$ cat src/sv/assert_macros.svh
// assertion macros for the rtl files, used by hbs_back
// expects i_clk and i_rst_n in the scope of each use
`ifndef ASSERT_MACROS_SVH
`define ASSERT_MACROS_SVH

// property checked on every rising edge outside reset
`define HBS_ASSERT(label, prop, msg) \
    label: assert property (@(posedge i_clk) disable iff (!i_rst_n) prop) \
        else $error(msg);

// same-cycle implication
`define HBS_IMPLY(label, pre, post, msg) \
    `HBS_ASSERT(label, (pre) |-> (post), msg)

// next-cycle implication
`define HBS_NEXT(label, pre, post, msg) \
    `HBS_ASSERT(label, (pre) |=> (post), msg)

`endif

$ cat src/sv/hbs_pkg.sv
// types and constants of the hashed bucket set
// no dependencies
`default_nettype none

package hbs_pkg;

    typedef enum logic [1:0] {
        CMD_ADD    = 2'd0,
        CMD_TOGGLE = 2'd1,
        CMD_DELETE = 2'd2,
        CMD_CLEAR  = 2'd3
    } t_cmd;

    localparam logic [63:0] HASH_MULT = 64'hCBF2_9CE4_8422_2325;
    localparam int CFG_W = 4;
    localparam int BUCKET_INDEX_W = 8;

    typedef struct packed {
        t_cmd        command;
        logic [63:0] value;
    } t_in_item;

    typedef struct packed {
        logic                      was_present;
        logic                      now_present;
        logic [BUCKET_INDEX_W-1:0] bucket_index;
        logic                      status;
    } t_out_item;

endpackage

`default_nettype wire

$ cat src/sv/hbs_front.sv
// front end: accepts items and hashes the value with one shared 32x32 multiplier
// depends on hbs_pkg
`default_nettype none

module hbs_front #(
    parameter int MAX_BUCKET_BITS = 8,
    parameter int HASH_WIDTH      = 16
) (
    input  wire logic                       i_clk,
    input  wire logic                       i_rst_n,
    input  wire logic                       push,
    output logic                            full,
    input  wire hbs_pkg::t_in_item          i_item,
    input  wire logic [hbs_pkg::CFG_W-1:0]  i_bucket_bits,
    input  wire logic                       i_hold,
    output logic                            o_job_valid,
    input  wire logic                       i_job_full,
    output hbs_pkg::t_cmd                   o_job_cmd,
    output logic [63:0]                     o_job_value,
    output logic [MAX_BUCKET_BITS-1:0]      o_job_bucket
);

    localparam logic [31:0] MULT_LO = hbs_pkg::HASH_MULT[31:0];
    localparam logic [31:0] MULT_HI = hbs_pkg::HASH_MULT[63:32];

    logic          r_busy, n_busy;
    logic [1:0]    r_step, n_step;
    hbs_pkg::t_cmd r_cmd;
    logic [63:0]   r_value;
    logic [63:0]   r_p0;
    logic [31:0]   r_p1, r_p2;

    logic          w_accept;
    logic [31:0]   w_mul_a, w_mul_b;
    logic [63:0]   w_prod;
    logic [31:0]   w_hi;
    logic [15:0]   w_hash;
    logic [16:0]   w_mask;
    logic [15:0]   w_bucket;

    assign full     = r_busy || i_hold;
    assign w_accept = push && !full;

    always_comb begin
        unique case (r_step)
            2'd0: begin
                w_mul_a = r_value[31:0];
                w_mul_b = MULT_LO;
            end
            2'd1: begin
                w_mul_a = r_value[63:32];
                w_mul_b = MULT_LO;
            end
            2'd2: begin
                w_mul_a = r_value[31:0];
                w_mul_b = MULT_HI;
            end
            2'd3: begin
                w_mul_a = r_value[31:0];
                w_mul_b = MULT_LO;
            end
        endcase
    end

    assign w_prod = 64'(w_mul_a) * 64'(w_mul_b);

    // only the upper word of the wrapped product feeds the hash
    assign w_hi     = r_p0[63:32] + r_p1 + r_p2;
    assign w_hash   = 16'(w_hi[31 -: HASH_WIDTH]);
    assign w_mask   = (17'd1 << i_bucket_bits) - 17'd1;
    assign w_bucket = w_hash & w_mask[15:0];

    assign o_job_valid  = r_busy && (r_step == 2'd3);
    assign o_job_cmd    = r_cmd;
    assign o_job_value  = r_value;
    assign o_job_bucket = w_bucket[MAX_BUCKET_BITS-1:0];

    always_comb begin
        n_busy = r_busy;
        n_step = r_step;
        if (w_accept) begin
            n_busy = 1'b1;
            n_step = 2'd0;
        end else if (r_busy) begin
            if (r_step != 2'd3) begin
                n_step = r_step + 2'd1;
            end else if (!i_job_full) begin
                n_busy = 1'b0;
            end
        end
    end

    always_ff @(posedge i_clk) begin
        if (!i_rst_n) begin
            r_busy <= 1'b0;
            r_step <= 2'd0;
        end else begin
            r_busy <= n_busy;
            r_step <= n_step;
        end
    end

    always_ff @(posedge i_clk) begin
        if (w_accept) begin
            r_cmd   <= i_item.command;
            r_value <= i_item.value;
        end
        if (r_busy) begin
            unique case (r_step)
                2'd0: r_p0 <= w_prod;
                2'd1: r_p1 <= w_prod[31:0];
                2'd2: r_p2 <= w_prod[31:0];
                2'd3: ;
            endcase
        end
    end

endmodule

`default_nettype wire

$ cat config.mk
export PLATFORM = sky130hd
export DESIGN_NAME = hbs_front
export DESIGN_NICKNAME = d
export VERILOG_FILES = /design/src/sv/assert_macros.svh /design/src/sv/hbs_pkg.sv /design/src/sv/hbs_front.sv
export SDC_FILE = /design/constraint.sdc
export NUM_CORES = 2
export LEC_CHECK = 0
export BUFFER_PORTS_ARGS = -buffer_cell sky130_fd_sc_hd__buf_4
export CORE_UTILIZATION = 40
export CTS_BUF_LIST = sky130_fd_sc_hd__clkbuf_16
export DETAILED_ROUTE_END_ITERATION = 8
export GPL_ROUTABILITY_DRIVEN = 0
export PLACE_DENSITY = 0.55
export SLEW_MARGIN = 20
export SYNTH_ARGS = -nofsm -noshare
export SYNTH_HDL_FRONTEND = slang
export SYNTH_SLANG_ARGS = --single-unit
$ cat constraint.sdc
create_clock -name i_clk -period 12.1 [get_ports i_clk]
set_input_delay 0.605 -clock i_clk [delete_from_list [all_inputs] [get_ports i_clk]]
set_output_delay 0.605 -clock i_clk [all_outputs]
set_load 0.05 [all_outputs]
==> out/results.txt <==
Core area = 65980 µm²
Endpoints failing setup = 0
Max_cap viols = 0
Crit Reg-Reg Startpoint = r_step[1]$_SDFFE_PP0P_
WHS Endpoint = o_job_value[33]$_DFFE_PP_
Critical path fanouts, max = 28
Count leader, synth = inv_1
Most used cell, CP = inv_1
Tot GR Track Use = 24.95%
H-Tree Depth = 4
Initial detailed-routing violation count = 1457
Routed len/inst = 23.10 µm
Worst Tran Pin Value = 1.078 ns
Crit end category = register
Critical path's slowest cell = mux2i_2
Die H = 260.8 µm
Hold Path Origin = i_item[33]
Post-cts gate resize count = 0
R2R depth = 33
Die Wd = 260.8 µm
DIE AREA = 68010 µm²
Max-slew violations = 0
Compound-gate portion of the synthesized area = 7.796%
Critical path class = register to register
Port Buffer Count = 150
Fin crit period = 10.34 ns
Final instance area = 29490 µm²
TritonCTS clock tree = done
Via-to-Cell Ratio = 5.320
CTS Buf Count = 17
Ranking of synthesized cells by area = fa_1 38%, ha_1 16%, edfxtp_1 15%
Starting Density = 40.60%
Post-synth top cells = 567 x inv_1, 510 x fa_1, 352 x ha_1
Avg Cell Area, Syn = 10.46 µm²
Mux share of post-synthesis cell area = 1.280%
Layout cells sized above 1 = 10.19%
Drt first pass iters = 6
Period utilization = 85.42%
Via count = 18949
Max Fclk = 96.76 MHz
Reg2Reg Setup Slack = 1.76 ns
Clock Sinks = 141
Layout area overhead = 10.10%
Antenna Cells = 0
Cts-stage hold buffer count = 0
Slew margin rel. = 26.10%
Worst path max stage delay = 0.64 ns
Placed Area = 28910 µm²
Global route overflow = 0
Unique masters post-synth = 74
Critical Path AT = 10.56 ns
Post-synth ARST share = 0%
Critical path data required time = 12.33 ns
Post-Synth Simple-Gate Area = 7.039%
Post-synthesis instance area = 26790 µm²
CP startpoint = r_step[1]$_SDFFE_PP0P_
Yosys reg bits = 141
Ports = 151
Synth Flop Type = edfxtp_1
Multi-input gate area = 20180 µm²
Hold path cells = 1
RSZ-0062 raised after global routing = no
Ys Warns = 0
Worst R2R End = r_p0[55]$_DFFE_PP_
Critical Path Source Type = register
Post-synthesis adder-cell area fraction = 54.59%
Post-synth EDFFs = 138
Reg area = 4204 µm²
Final ANT Viol Nets = 0
Initial antenna violation count = 0
Post-CTS setup buffers = 0
Status = complete, no violations
Hold Vio Cnt, Final = 0
Vias in the first global route = 20400
Bufs on Longest Clock Path = 2
Post-synthesis cell count = 2560
# DRC = 0
Largest net degree at the start of global routing = 69
Largest family of logic cells by synthesized area = adder cells
Post-Route WL = 82280 µm
Min-Delay Path Class = input port to register
Skew final = 0.01198 ns
DP HPWL = 71910 µm
Share of synthesized area occupied by flip-flops and latches = 15.69%
Reg clk slew, reported paths = 0.07 ns
Number of fill cells = 6262
Nets = 3622
Clock Latency Late Sink = 0.49 ns
Global-route wire length before repair = 124300 µm
CTS root buffer = clkbuf_16
Post-Synth XOR/XNOR Area = 4.461%
Row count = 94
Post-synth top area cell = fa_1
Fin Setup TNS = 0 ns
Yosys top cell area share = 38.11%
stage by stage:
stage | util [%] | worst slack (ns) | hold slack [ns] | std cells
finish | 44.70 | 1.765 | 0.2908 | 3562
detailed placement | 43.81 | 1.822 | 0.5955 | 3530
floorplan | - | 3.329 | 0.4985 | 2563
global route | 44.70 | 1.321 | 0.2620 | 3562
global placement | 43.81 | 2.046 | 0.5800 | 3530
CTS | 44.70 | 1.801 | 0.2393 | 3562
cell usage in the layout (no fill, tap or decap), types with 17 or more instances in the layout:
cell type / netlist / final
nor2_1: 133 / 133
nand3_1: 24 / 24
o21a_1: 24 / 24
xnor2_1: 106 / 106
clkbuf_16: 0 / 17
buf_4: 1 / 169
a21o_1: 42 / 42
nand2_1: 118 / 118
ha_1: 352 / 349
edfxtp_1: 138 / 138
o21ai_0: 62 / 62
a21oi_1: 115 / 115
xor2_1: 26 / 26
nor3_1: 35 / 35
fa_1: 510 / 510
inv_1: 567 / 566
or2_2: 29 / 29
mux2i_1: 18 / 18
nand2b_1: 17 / 17
kinds of logic (layout without fill, tap and decap cells):
family / count (synthesis) / after routing
compound gates: 332 / 332
xor+xnor: 134 / 134
fa+ha+maj: 863 / 863
buf+inv: 645 / 780
flops: 141 / 141
mux: 32 / 32
other cells: 2 / 5
simple gates: 411 / 411
cell type report:
| cell class | count | area share (%) |
|---|---|---|
| clock inverter | 15 | 0.5345 |
| sequential | 141 | 14.25 |
| timing repair buffer | 169 | 4.302 |
| tap | 864 | 3.665 |
| multi-input combinational | 1777 | 68.43 |
| clock buffer | 17 | 1.442 |
| inverter | 579 | 7.369 |
state kept, by name, indices dropped and copies added (netlist names):
register	cells
r_p0	24
o_job_value	64
o_job_cmd	2
r_busy	1
r_p2	24
r_p1	24
r_step	2
worst max-delay path by stage:
stage	to	slack [ns]
3_3_place_gp	r_p0[55]$_DFFE_PP_	2.05
4_1_cts	r_p0[55]$_DFFE_PP_	1.80
5_1_grt	r_p0[55]$_DFFE_PP_	1.32
3_5_place_dp	r_p0[55]$_DFFE_PP_	1.82
2_1_floorplan	r_p0[55]$_DFFE_PP_	3.33
6_report	r_p0[55]$_DFFE_PP_	1.76
worst max-delay path: cells and delay by family, from the launching register on:
family                     cells  cell delay, ns
muxes                          1            0.64
adders and majority gates     10            4.40
xor gates and xnor gates       2            0.55
AOI/OAI and AO/OA              9            1.89
and+or+nand+nor                1            0.45
DFF                            1            0.38
buffers and inverters         10            1.70
layer usage:
| metal | vias to the layer above | track usage [%] | wire length (µm) |
|---|---|---|---|
| met1 | 9650 | 33.08 | 34330 |
| met4 | 0 | 10.77 | 3425 |
| met3 | 134 | 4.623 | 5858 |
| met2 | 796 | 39.89 | 38670 |
| met5 | - | 0 | 0 |
| li1 | 8369 | - | - |
Power is not shown: default switching activity piles up to over one toggle a cycle in this logic, so the estimate is an artifact.
