`src/sv/assert_macros.svh`:
```
// assertion macros for the rtl files, used by hbs_back
// expects i_clk and i_rst_n in the scope of each use
`ifndef ASSERT_MACROS_SVH
`define ASSERT_MACROS_SVH

// property checked on every rising edge outside reset
`define HBS_ASSERT(label, prop, msg) \
    label: assert property (@(posedge i_clk) disable iff (!i_rst_n) prop) \
        else $error(msg);

// same-cycle implication
`define HBS_IMPLY(label, pre, post, msg) \
    `HBS_ASSERT(label, (pre) |-> (post), msg)

// next-cycle implication
`define HBS_NEXT(label, pre, post, msg) \
    `HBS_ASSERT(label, (pre) |=> (post), msg)

`endif

```
`src/sv/hbs_queue.sv`:
```
// two-entry queue between the front end and the bucket engine
// no package dependencies
`default_nettype none

module hbs_queue #(
    parameter int DATA_W = 74
) (
    input  wire logic              i_clk,
    input  wire logic              i_rst_n,
    input  wire logic              i_push,
    input  wire logic [DATA_W-1:0] i_data,
    output logic                   o_full,
    input  wire logic              i_pop,
    output logic [DATA_W-1:0]      o_data,
    output logic                   o_empty
);

    localparam int DEPTH = 2;
    localparam int PTR_W = $clog2(DEPTH);
    localparam int CNT_W = $clog2(DEPTH + 1);

    logic [DATA_W-1:0] r_data [DEPTH];
    logic [PTR_W-1:0]  r_wr, r_rd;
    logic [CNT_W-1:0]  r_count;
    logic              w_push, w_pop;

    assign o_full  = (r_count == CNT_W'(DEPTH));
    assign o_empty = (r_count == '0);
    assign w_push  = i_push && !o_full;
    assign w_pop   = i_pop && !o_empty;
    assign o_data  = r_data[r_rd];

    always_ff @(posedge i_clk) begin
        if (!i_rst_n) begin
            r_wr    <= '0;
            r_rd    <= '0;
            r_count <= '0;
        end else begin
            if (w_push) begin
                r_wr <= r_wr + PTR_W'(1);
            end
            if (w_pop) begin
                r_rd <= r_rd + PTR_W'(1);
            end
            if (w_push && !w_pop) begin
                r_count <= r_count + CNT_W'(1);
            end else if (w_pop && !w_push) begin
                r_count <= r_count - CNT_W'(1);
            end
        end
    end

    always_ff @(posedge i_clk) begin
        if (w_push) begin
            r_data[r_wr] <= i_data;
        end
    end

endmodule

`default_nettype wire

```
`config.mk`:
```
export PLATFORM = sky130hd
export DESIGN_NAME = hbs_queue
export DESIGN_NICKNAME = d
export VERILOG_FILES = /design/src/sv/assert_macros.svh /design/src/sv/hbs_queue.sv
export SDC_FILE = /design/constraint.sdc
export NUM_CORES = 1
export LEC_CHECK = 0
export BUFFER_PORTS_ARGS = -buffer_cell sky130_fd_sc_hd__buf_2
export CAP_MARGIN = 0
export CORE_ASPECT_RATIO = 1.5
export CORE_MARGIN = 2
export CORE_UTILIZATION = 50
export DETAILED_ROUTE_END_ITERATION = 7
export PLACE_DENSITY = 0.78
export SETUP_SLACK_MARGIN = 0.1
export SKIP_CTS_REPAIR_TIMING = 1
export SLEW_MARGIN = 20
export SYNTH_ARGS = -nofsm -noshare
export SYNTH_HDL_FRONTEND = slang
export SYNTH_SLANG_ARGS = --single-unit
```
`constraint.sdc`:
```
create_clock -name i_clk -period 4.5 [get_ports i_clk]
set_clock_uncertainty 0.1 [all_clocks]
set_input_delay 0.45 -clock i_clk [delete_from_list [all_inputs] [get_ports i_clk]]
set_output_delay 0.45 -clock i_clk [all_outputs]
set_load 0.02 [all_outputs]
```
==> flow_summary.json, run 1 <==
{
  "outcome": "finished, final reports clean",
  "grt_max_degree": 75,
  "post_route_cells_drive_above_1_share_pct": 60.37,
  "track_usage_pct": 17.45,
  "cts.clk_slew.worst_paths_ns": 0.06,
  "die_area_um2": 12010,
  "syn-cell-area_um2": 5567,
  "vias": 2897,
  "crit_path_end_kind": "output port",
  "die_h_um": 133.2,
  "fin_crit_sh_pct": 57.77,
  "core-area_um2": 10940,
  "slowest_delay_ns": 1.01,
  "crit_type": "reg -> out",
  "cp.depth": 2,
  "fp-row-count": 47,
  "worst_slack_ns": 1.900,
  "vias_per_cell": 4.978,
  "grt_pass1_wl_mm": 15.71,
  "first_pass_iters": 4,
  "cts_buffers": 17,
  "ys_seq_elements": 153,
  "slowest_stage": "dfxtp_4",
  "cp.required_ns": 3.95,
  "hp-class": "in -> reg",
  "htree_levels": 4,
  "post-place-ws_ns": 2.307,
  "area_delta_synth_final_pct": 27.87,
  "reg2reg_slack_ns": 2.41,
  "synth_top_area_share_pct": 79.84,
  "finalHoldViolCount": 0,
  "wire_per_inst_um": 17.37,
  "r2r-start": "r_count[0]$_SDFFE_PN0P_",
  "overflow": 0,
  "drtIter0Drc": 134,
  "arrival_ns": 2.05,
  "avgSynthCellArea_um2": 21.83,
  "antenna_found_initial": 1,
  "grt_pass1_vias": 3346,
  "postSynthCellCount": 255,
  "critical_path_peak_fanout": 74,
  "cp_cell_sequence": "mux2_2 -> buf_2",
  "synth_xor_area_share_pct": 0.4720,
  "syn_nets": 334,
  "ys.flop_type": "edfxtp_1",
  "synth-simple-area-share_pct": 0.9890,
  "synth_edf_count": 148,
  "clock-root-buffer": "clkbuf_16",
  "cts_buffer_depth": 2,
  "endpoint": "o_data[51]",
  "powerDensity_nw_per_um2": 624.9,
  "ys_types": 21,
  "async_flop_share_pct": 0,
  "reg2reg_depth": 2,
  "die_x_um": 90.15,
  "fin_nets": 500,
  "clk_latency_ns": 0.41,
  "synth_seq_area_share_pct": 81.64,
  "synth_compound_area_share_pct": 0.5844,
  "reg2reg_to": "r_data[1][51]$_DFFE_PP_",
  "final.min_clock_period_ns": 2.600,
  "ys_warn_count": 0,
  "synthTopCellsByArea": "edfxtp_1 (80%), mux2_2 (15%), dfxtp_1 (1.8%)",
  "fin_setup_tns_ns": 0,
  "yosysTopAreaCell": "edfxtp_1",
  "fillCellCount": 810,
  "crit_family": "flip-flops",
  "finalPower_uw": 4448,
  "synth.most_common_cell": "edfxtp_1",
  "p_leak_uw": 0.002663,
  "max_slew_margin_pct": 31.51,
  "wirelength_mm": 10.11,
  "finalMaxSlewViolations": 0,
  "synthAdderAreaFrac_pct": 0.2248,
  "cts_tree": "done",
  "setup_viol": 0,
  "drc": 0,
  "port_buffers": 153,
  "cp-start-kind": "flip-flop",
  "fmax_mhz": 384.6,
  "place_hpwl_mm": 6.493,
  "rsz0062_at_grt": "false",
  "synth_top_family_by_area": "multiplexers",
  "ant_nets": 0,
  "gp_congestion": 0.7351,
  "critical_path_buf_inv_count": 1,
  "start_util_pct": 50.89,
  "cap_violations": 0,
  "synth_commonest_cells": "edfxtp_1 (148), mux2_2 (74), buf_4 (6)",
  "ios": 154,
  "synthMuxAreaShare_pct": 14.97,
  "worst_pin_slew_ns": 1.027,
  "peakVddDrop_mv": 0.4137,
  "cts.sinks": 153,
  "hp-start": "i_data[34]",
  "fin_hold_ws_ns": 0.1209
}
[worst reg2reg max path: stages (launching register included)]
cell,delay [ns]
dfxtp_1,0.44
nand2b_1,0.22
and3_4,0.88
[final cells by class]
type,count,area (µm²),share of cell area (%)
Inverter,2,7.507,0.1055
Multi-Input combinational cell,92,970.9,13.64
Clock buffer,19,432.9,6.082
Clock inverter,13,191.4,2.689
Timing Repair Buffer,155,780.7,10.97
Sequential cell,153,4548,63.90
Antenna cell,1,2.502,0.03516
Tap cell,147,183.9,2.584
[report_power, final]
part           internal (µW)  switching (µW)  total [µW]  leakage (µW)
clock network            934             542        1480      0.000297
logic                    439             594        1030      0.000943
registers               1790             144        1940       0.00142
[cells in the final DEF, fill, tap and decap left out, types with 2 or more instances in the layout]
| cell type | n |
|---|---|
| mux2_2 | 74 |
| clkbuf_1 | 2 |
| bufinv_16 | 4 |
| buf_2 | 153 |
| nor2_1 | 2 |
| buf_4 | 2 |
| inv_6 | 4 |
| clkbuf_16 | 17 |
| xnor2_1 | 2 |
| edfxtp_1 | 148 |
| clkinv_4 | 2 |
| clkinvlp_4 | 2 |
| dfxtp_1 | 4 |
| and2_1 | 3 |
[registers in the layout, summed over array words and instances (netlist names), named ones only]
| signal | flops |
|---|---|
| r_data | 148 |
| r_count | 2 |
| r_rd | 1 |
| r_wr | 1 |
[metrics by stage]
stage                     cell area (µm²)  cells  util (%)
after detailed placement             6491    549     59.35
after floorplan                      5567    255         -
after global routing                 7116    581     65.05
after CTS                            7116    581     65.05
after global placement               6491    549     59.35
final                                7118    582     65.08
[worst min path at each step]
stage / cells after the start / to
final: 1 / r_data[0][34]$_DFFE_PP_
after global routing: 1 / r_data[0][55]$_DFFE_PP_
after global placement: 2 / r_count[1]$_SDFFE_PN0P_
after detailed placement: 2 / r_count[1]$_SDFFE_PN0P_
after CTS: 1 / r_data[0][34]$_DFFE_PP_
after floorplan: 2 / r_count[1]$_SDFFE_PN0P_
[routing by layer]
metal,wire length (µm),up-vias,GRT usage [%]
li1,-,1341,-
met1,3463,1418,16.49
met2,5726,112,32.50
met3,654,26,6.731
met4,265,0,8.462
met5,0,-,0
[cell families after synthesis]
| group | Yosys count |
|---|---|
| multiplexers | 74 |
| buffers and inverters | 10 |
| flip-flops | 153 |
| XOR/XNOR | 3 |
| AO/OA/AOI/OAI | 5 |
| adder cells (fa/ha/maj) | 1 |
| AND/OR/NAND/NOR | 9 |
No activity file was read; power rests on OpenSTA's default activity.
==> inputs of run 2 (changes only) <==
clock period = 2.7 ns   (was 4.5 ns; I/O delays follow)
==> run 2 against run 1 <==
- clock power grew 56%
- first-iteration DRC count grew 25%
- design area grew 11%
- cell count grew 13%
- global-route usage shrank 0.074 points
- routed wire length grew 12%
- core utilization grew 7.0 points
- clock-buffer cell count is the same
- critical path type unchanged
- largest power group unchanged
- highest routed layer unchanged
==> flow_summary.json, run 2 (synthesized netlist as in run 1, its figures left out) <==
{
  "slowest_stage": "dfxtp_4",
  "rsz0062_at_grt": "false",
  "start_util_pct": 50.89,
  "top_regs": "r_data: 148 flops, r_count: 2 flops",
  "die_area_um2": 12010,
  "overflow": 0,
  "port_buffers": 153,
  "fin_crit_sh_pct": 85.73,
  "cap_violations": 0,
  "final_cell_mix": "buf_2 (153), edfxtp_1 (148), mux2_2 (74), dlygate4sd3_1 (74), clkbuf_16 (17)",
  "arrival_ns": 1.94,
  "cts_tree": "done",
  "gp_congestion": 0.7516,
  "crit_family": "flip-flops",
  "clock-root-buffer": "clkbuf_16",
  "outcome": "finished, final reports clean",
  "hp-class": "in -> reg",
  "cts_buffers": 17,
  "clk_latency_ns": 0.41,
  "finish.utilization_pct": 72.05,
  "post_route_cells_drive_above_1_share_pct": 52.26,
  "max_slew_margin_pct": 67.03,
  "worst_pin_slew_ns": 0.4946,
  "fillCellCount": 690,
  "cp.required_ns": 2.33,
  "peakVddDrop_mv": 1.092,
  "grt_pass1_wl_mm": 15.59,
  "final.min_clock_period_ns": 2.315,
  "vias_per_cell": 4.883,
  "largest_reg_flops": 148,
  "cp_cell_sequence": "buf_4 -> mux2_2 -> buf_2",
  "crit_type": "reg -> out",
  "die_h_um": 133.2,
  "vias": 3203,
  "fp-row-count": 47,
  "drtIter0Drc": 167,
  "cts_buffer_depth": 2,
  "cts.clk_slew.worst_paths_ns": 0.06,
  "grt_max_degree": 75,
  "finalMaxSlewViolations": 0,
  "fmax_mhz": 432.0,
  "crit_path_end_kind": "output port",
  "core-area_um2": 10940,
  "diodes": 0,
  "grt_pass1_vias": 3052,
  "fin_area_um2": 7881,
  "first_pass_iters": 5,
  "cp-start-kind": "flip-flop",
  "wire_per_inst_um": 17.19,
  "drc": 0,
  "powerDensity_nw_per_um2": 941.7,
  "finalHoldViolCount": 0,
  "ant_nets": 0,
  "wirelength_mm": 11.28,
  "dpl_cell_area_um2": 6555,
  "fin_nets": 576,
  "final_common_cell": "buf_2",
  "fin_hold_ws_ns": 0.03253,
  "ios": 154,
  "antenna_found_initial": 0,
  "die_x_um": 90.15,
  "place_hpwl_mm": 6.910,
  "area_delta_synth_final_pct": 41.58,
  "track_usage_pct": 17.37,
  "slowest_delay_ns": 0.66,
  "p_leak_uw": 0.002975,
  "critical_path_peak_fanout": 36,
  "htree_levels": 4,
  "critical_path_buf_inv_count": 2,
  "cts.sinks": 153,
  "largest-register": "r_data",
  "setup_viol": 0
}
-- run 2: changes by cell type in the layout (fill, tap and decap cells not counted), sizes merged --
cell and change:
buf +2, bufinv -1, clkinv +2, clkinvlp +2, diode -1, dlygate4sd3 +74
inv -4
-- run 2: power by group --
group          switching [µW]  internal [µW]
sequential                167           2990
combinational            1100            846
clock                     871           1440
total                    2140           5280
-- run 2: worst paths after layout --
kind	depth (start not counted)	start	slack (ns)	endpoint
min reg2reg	2	r_count[1]$_SDFFE_PN0P_	0.48	r_count[1]$_SDFFE_PN0P_
max reg2reg	3	r_count[0]$_SDFFE_PN0P_	0.90	r_data[1][54]$_DFFE_PP_
max	3	flip-flop	0.39	o_data[48]
min	2	i_rst_n	0.03	r_count[0]$_SDFFE_PN0P_
-- run 2: worst reg2reg max path, delay by kind of cell (launching register included) --
family                 cells  cell delay, ns
buffers and inverters      1            0.35
flip-flops                 1            0.38
AND/OR/NAND/NOR            2            0.63
-- run 2: per-layer routing --
| layer | wire length [µm] | part of all wire, % | vias up | track usage, % |
|---|---|---|---|---|
| met2 | 6414 | 57 | 103 | 32.00 |
| met5 | 0 | 0 | - | 0 |
| met3 | 473 | 4.2 | 18 | 5.713 |
| li1 | - | - | 1496 | - |
| met1 | 4118 | 37 | 1586 | 17.57 |
| met4 | 272 | 2.4 | 0 | 8.205 |
-- run 2: cell type report --
type / count / area, µm² / share of cell area, %
well taps: 147 / 183.9 / 2.334
multi-input cells: 92 / 978.4 / 12.41
inverters: 2 / 10.01 / 0.1270
flip-flops and latches: 153 / 4549 / 57.72
clock inverters: 12 / 152.6 / 1.937
clock buffers: 19 / 432.9 / 5.493
repair buffers: 231 / 1574 / 19.97
-- run 2: stage by stage --
step | worst slack [ns] | total power [µW] | TNS [ns] | cells
after floorplan | -0.1984 | 4457 | -14.79 | 255
after global placement | 0.8468 | 5015 | 0 | 551
after detailed placement | 0.7947 | 5080 | 0 | 551
after CTS | 0.3485 | 7397 | 0 | 582
after global routing | 0.2940 | 7703 | 0 | 656
final | 0.3853 | 7422 | 0 | 656
==> inputs of run 3 (changes only) <==
RECOVER_POWER = 25   (was not set)
==> run 3 against run 2 <==
- via count barely moved
- largest power group unchanged
- sequential power barely moved
- critical path type unchanged
- sequential share of layout area rose by 0.29 points
- worst setup slack improved by 0.0013 ns
- cell count did not move
- first-iteration DRC count did not move
- die area did not move
- routed wire length fell by 0.26%
- sequential cell count did not move
- clock power barely moved
==> flow_summary.json, run 3 (synthesized netlist as in run 1, its figures left out) <==
{
  "switching_share_pct": 28.89,
  "power_frac_seq_pct": 42.6,
  "hp-class": "in -> reg",
  "finalPower_uw": 7416,
  "cp_cell_sequence": "buf_4 -> mux2_2 -> buf_2",
  "post-place-ws_ns": 0.7947,
  "die_x_um": 90.15,
  "fp-row-count": 47,
  "worst_slack_ns": 0.3866,
  "drtIter0Drc": 167,
  "overflow": 0,
  "vias_per_cell": 4.886,
  "clk_latency_ns": 0.41,
  "largest-register": "r_data",
  "cts.clk_slew.worst_paths_ns": 0.05,
  "reg2reg_depth": 3,
  "final_cell_mix": "edfxtp_1 (148), buf_2 (120), mux2_2 (74), dlygate4sd3_1 (74), clkbuf_1 (32)",
  "p_int_uw": 5274,
  "cp-start-kind": "flip-flop",
  "reg2reg_to": "r_data[1][54]$_DFFE_PP_",
  "fin_setup_tns_ns": 0,
  "antenna_found_initial": 0,
  "grt_pass1_wl_mm": 15.59,
  "ant_nets": 0,
  "drc": 0,
  "crit_type": "reg -> out",
  "clock_power_share_pct": 31.2,
  "endpoint": "o_data[48]",
  "r2r-start": "r_count[0]$_SDFFE_PN0P_",
  "cap_violations": 0,
  "top_regs": "r_data: 148 flops, r_count: 2 flops",
  "largest_reg_flops": 148,
  "track_usage_pct": 17.37,
  "min_delay_path_depth": 2,
  "cts_buffer_depth": 2,
  "critical_path_peak_fanout": 36,
  "first_pass_iters": 4,
  "wirelength_mm": 11.25,
  "grt_max_degree": 75,
  "cts.sinks": 153,
  "gp_congestion": 0.7516,
  "start_util_pct": 50.89,
  "p_sw_uw": 2143,
  "powerDensity_nw_per_um2": 945.7,
  "diodes": 0,
  "fmax_mhz": 432.3,
  "vias": 3205,
  "cp.required_ns": 2.33,
  "fillCellCount": 707,
  "slowest_stage": "dfxtp_4",
  "arrival_ns": 1.94,
  "worst_pin_slew_ns": 0.4943,
  "htree_levels": 4,
  "final.min_clock_period_ns": 2.313,
  "core-area_um2": 10940,
  "fin_area_um2": 7843,
  "grt_pass1_vias": 3052,
  "ios": 154,
  "post_route_cells_drive_above_1_share_pct": 46.17,
  "outcome": "finished, final reports clean",
  "p_leak_uw": 0.002890,
  "die_h_um": 133.2,
  "cts_buffers": 17,
  "port_buffers": 153,
  "peakVddDrop_mv": 1.099,
  "crit_path_end_kind": "output port",
  "fin_nets": 576,
  "finalHoldViolCount": 0,
  "slowest_delay_ns": 0.66,
  "rsz0062_at_grt": "false",
  "clock-root-buffer": "clkbuf_16",
  "dpl_cell_area_um2": 6555,
  "setup_viol": 0,
  "finalMaxSlewViolations": 0,
  "cts_tree": "done",
  "wire_per_inst_um": 17.15,
  "place_hpwl_mm": 6.910,
  "die_area_um2": 12010,
  "power_frac_comb_pct": 26.2,
  "reg2reg_slack_ns": 0.89,
  "final_common_cell": "edfxtp_1",
  "fin_crit_sh_pct": 85.68,
  "max_slew_margin_pct": 67.04,
  "area_delta_synth_final_pct": 40.89
}
run 3: changes by cell type in the layout (fill, tap and decap cells not counted):
cell      before  now
clkbuf_1       2   32
clkbuf_2       0    2
buf_1          0    1
buf_2        153  120
run 3: worst min-delay path by stage:
stage,from,to
final,i_rst_n,r_rd$_SDFFE_PN0P_
after global routing,i_rst_n,r_wr$_SDFFE_PN0P_
after CTS,i_data[55],r_data[1][55]$_DFFE_PP_
after detailed placement,i_data[3],r_data[1][3]$_DFFE_PP_
after global placement,i_data[34],r_data[0][34]$_DFFE_PP_
after floorplan,i_data[0],r_data[0][0]$_DFFE_PP_
run 3: metal layers:
| metal | global-route usage, % | vias up | wire [µm] |
|---|---|---|---|
| li1 | - | 1495 | - |
| met1 | 17.57 | 1598 | 4109 |
| met2 | 32.00 | 94 | 6410 |
| met3 | 5.713 | 18 | 457 |
| met4 | 8.205 | 0 | 272 |
| met5 | 0 | - | 0 |
run 3: through the flow:
step           utilization [%]  instances  hold WS (ns)
6_report                 71.70        656       0.03365
4_1_cts                  65.28        582      -0.07229
3_3_place_gp             59.93        551        0.3571
2_1_floorplan                -        255        0.2689
3_5_place_dp             59.93        551        0.3611
5_1_grt                  71.70        656       0.03140
run 3: power groups by stage:
stage	Sequential, µW	Combinational [µW]	Clock, µW
finish	3160	1950	2310
global route	3190	2050	2460
CTS	3160	1880	2360
detailed placement	3210	1870	0
global placement	3190	1830	0
floorplan	3110	1350	0
run 3: layout make-up:
class / count / area (µm²) / area share, %
well taps: 147 / 183.9 / 2.345
clock inverters: 12 / 152.6 / 1.946
repair buffers: 231 / 1535 / 19.58
multi-input cells: 92 / 978.4 / 12.48
flip-flops and latches: 153 / 4549 / 58.01
clock buffers: 19 / 432.9 / 5.520
inverters: 2 / 10.01 / 0.1276
run 3: worst max-delay path: cells and delay by family (launching register included):
family / cells / cell delay (ns)
buffers and inverters: 2 / 0.49
DFF: 1 / 0.66
muxes: 1 / 0.38
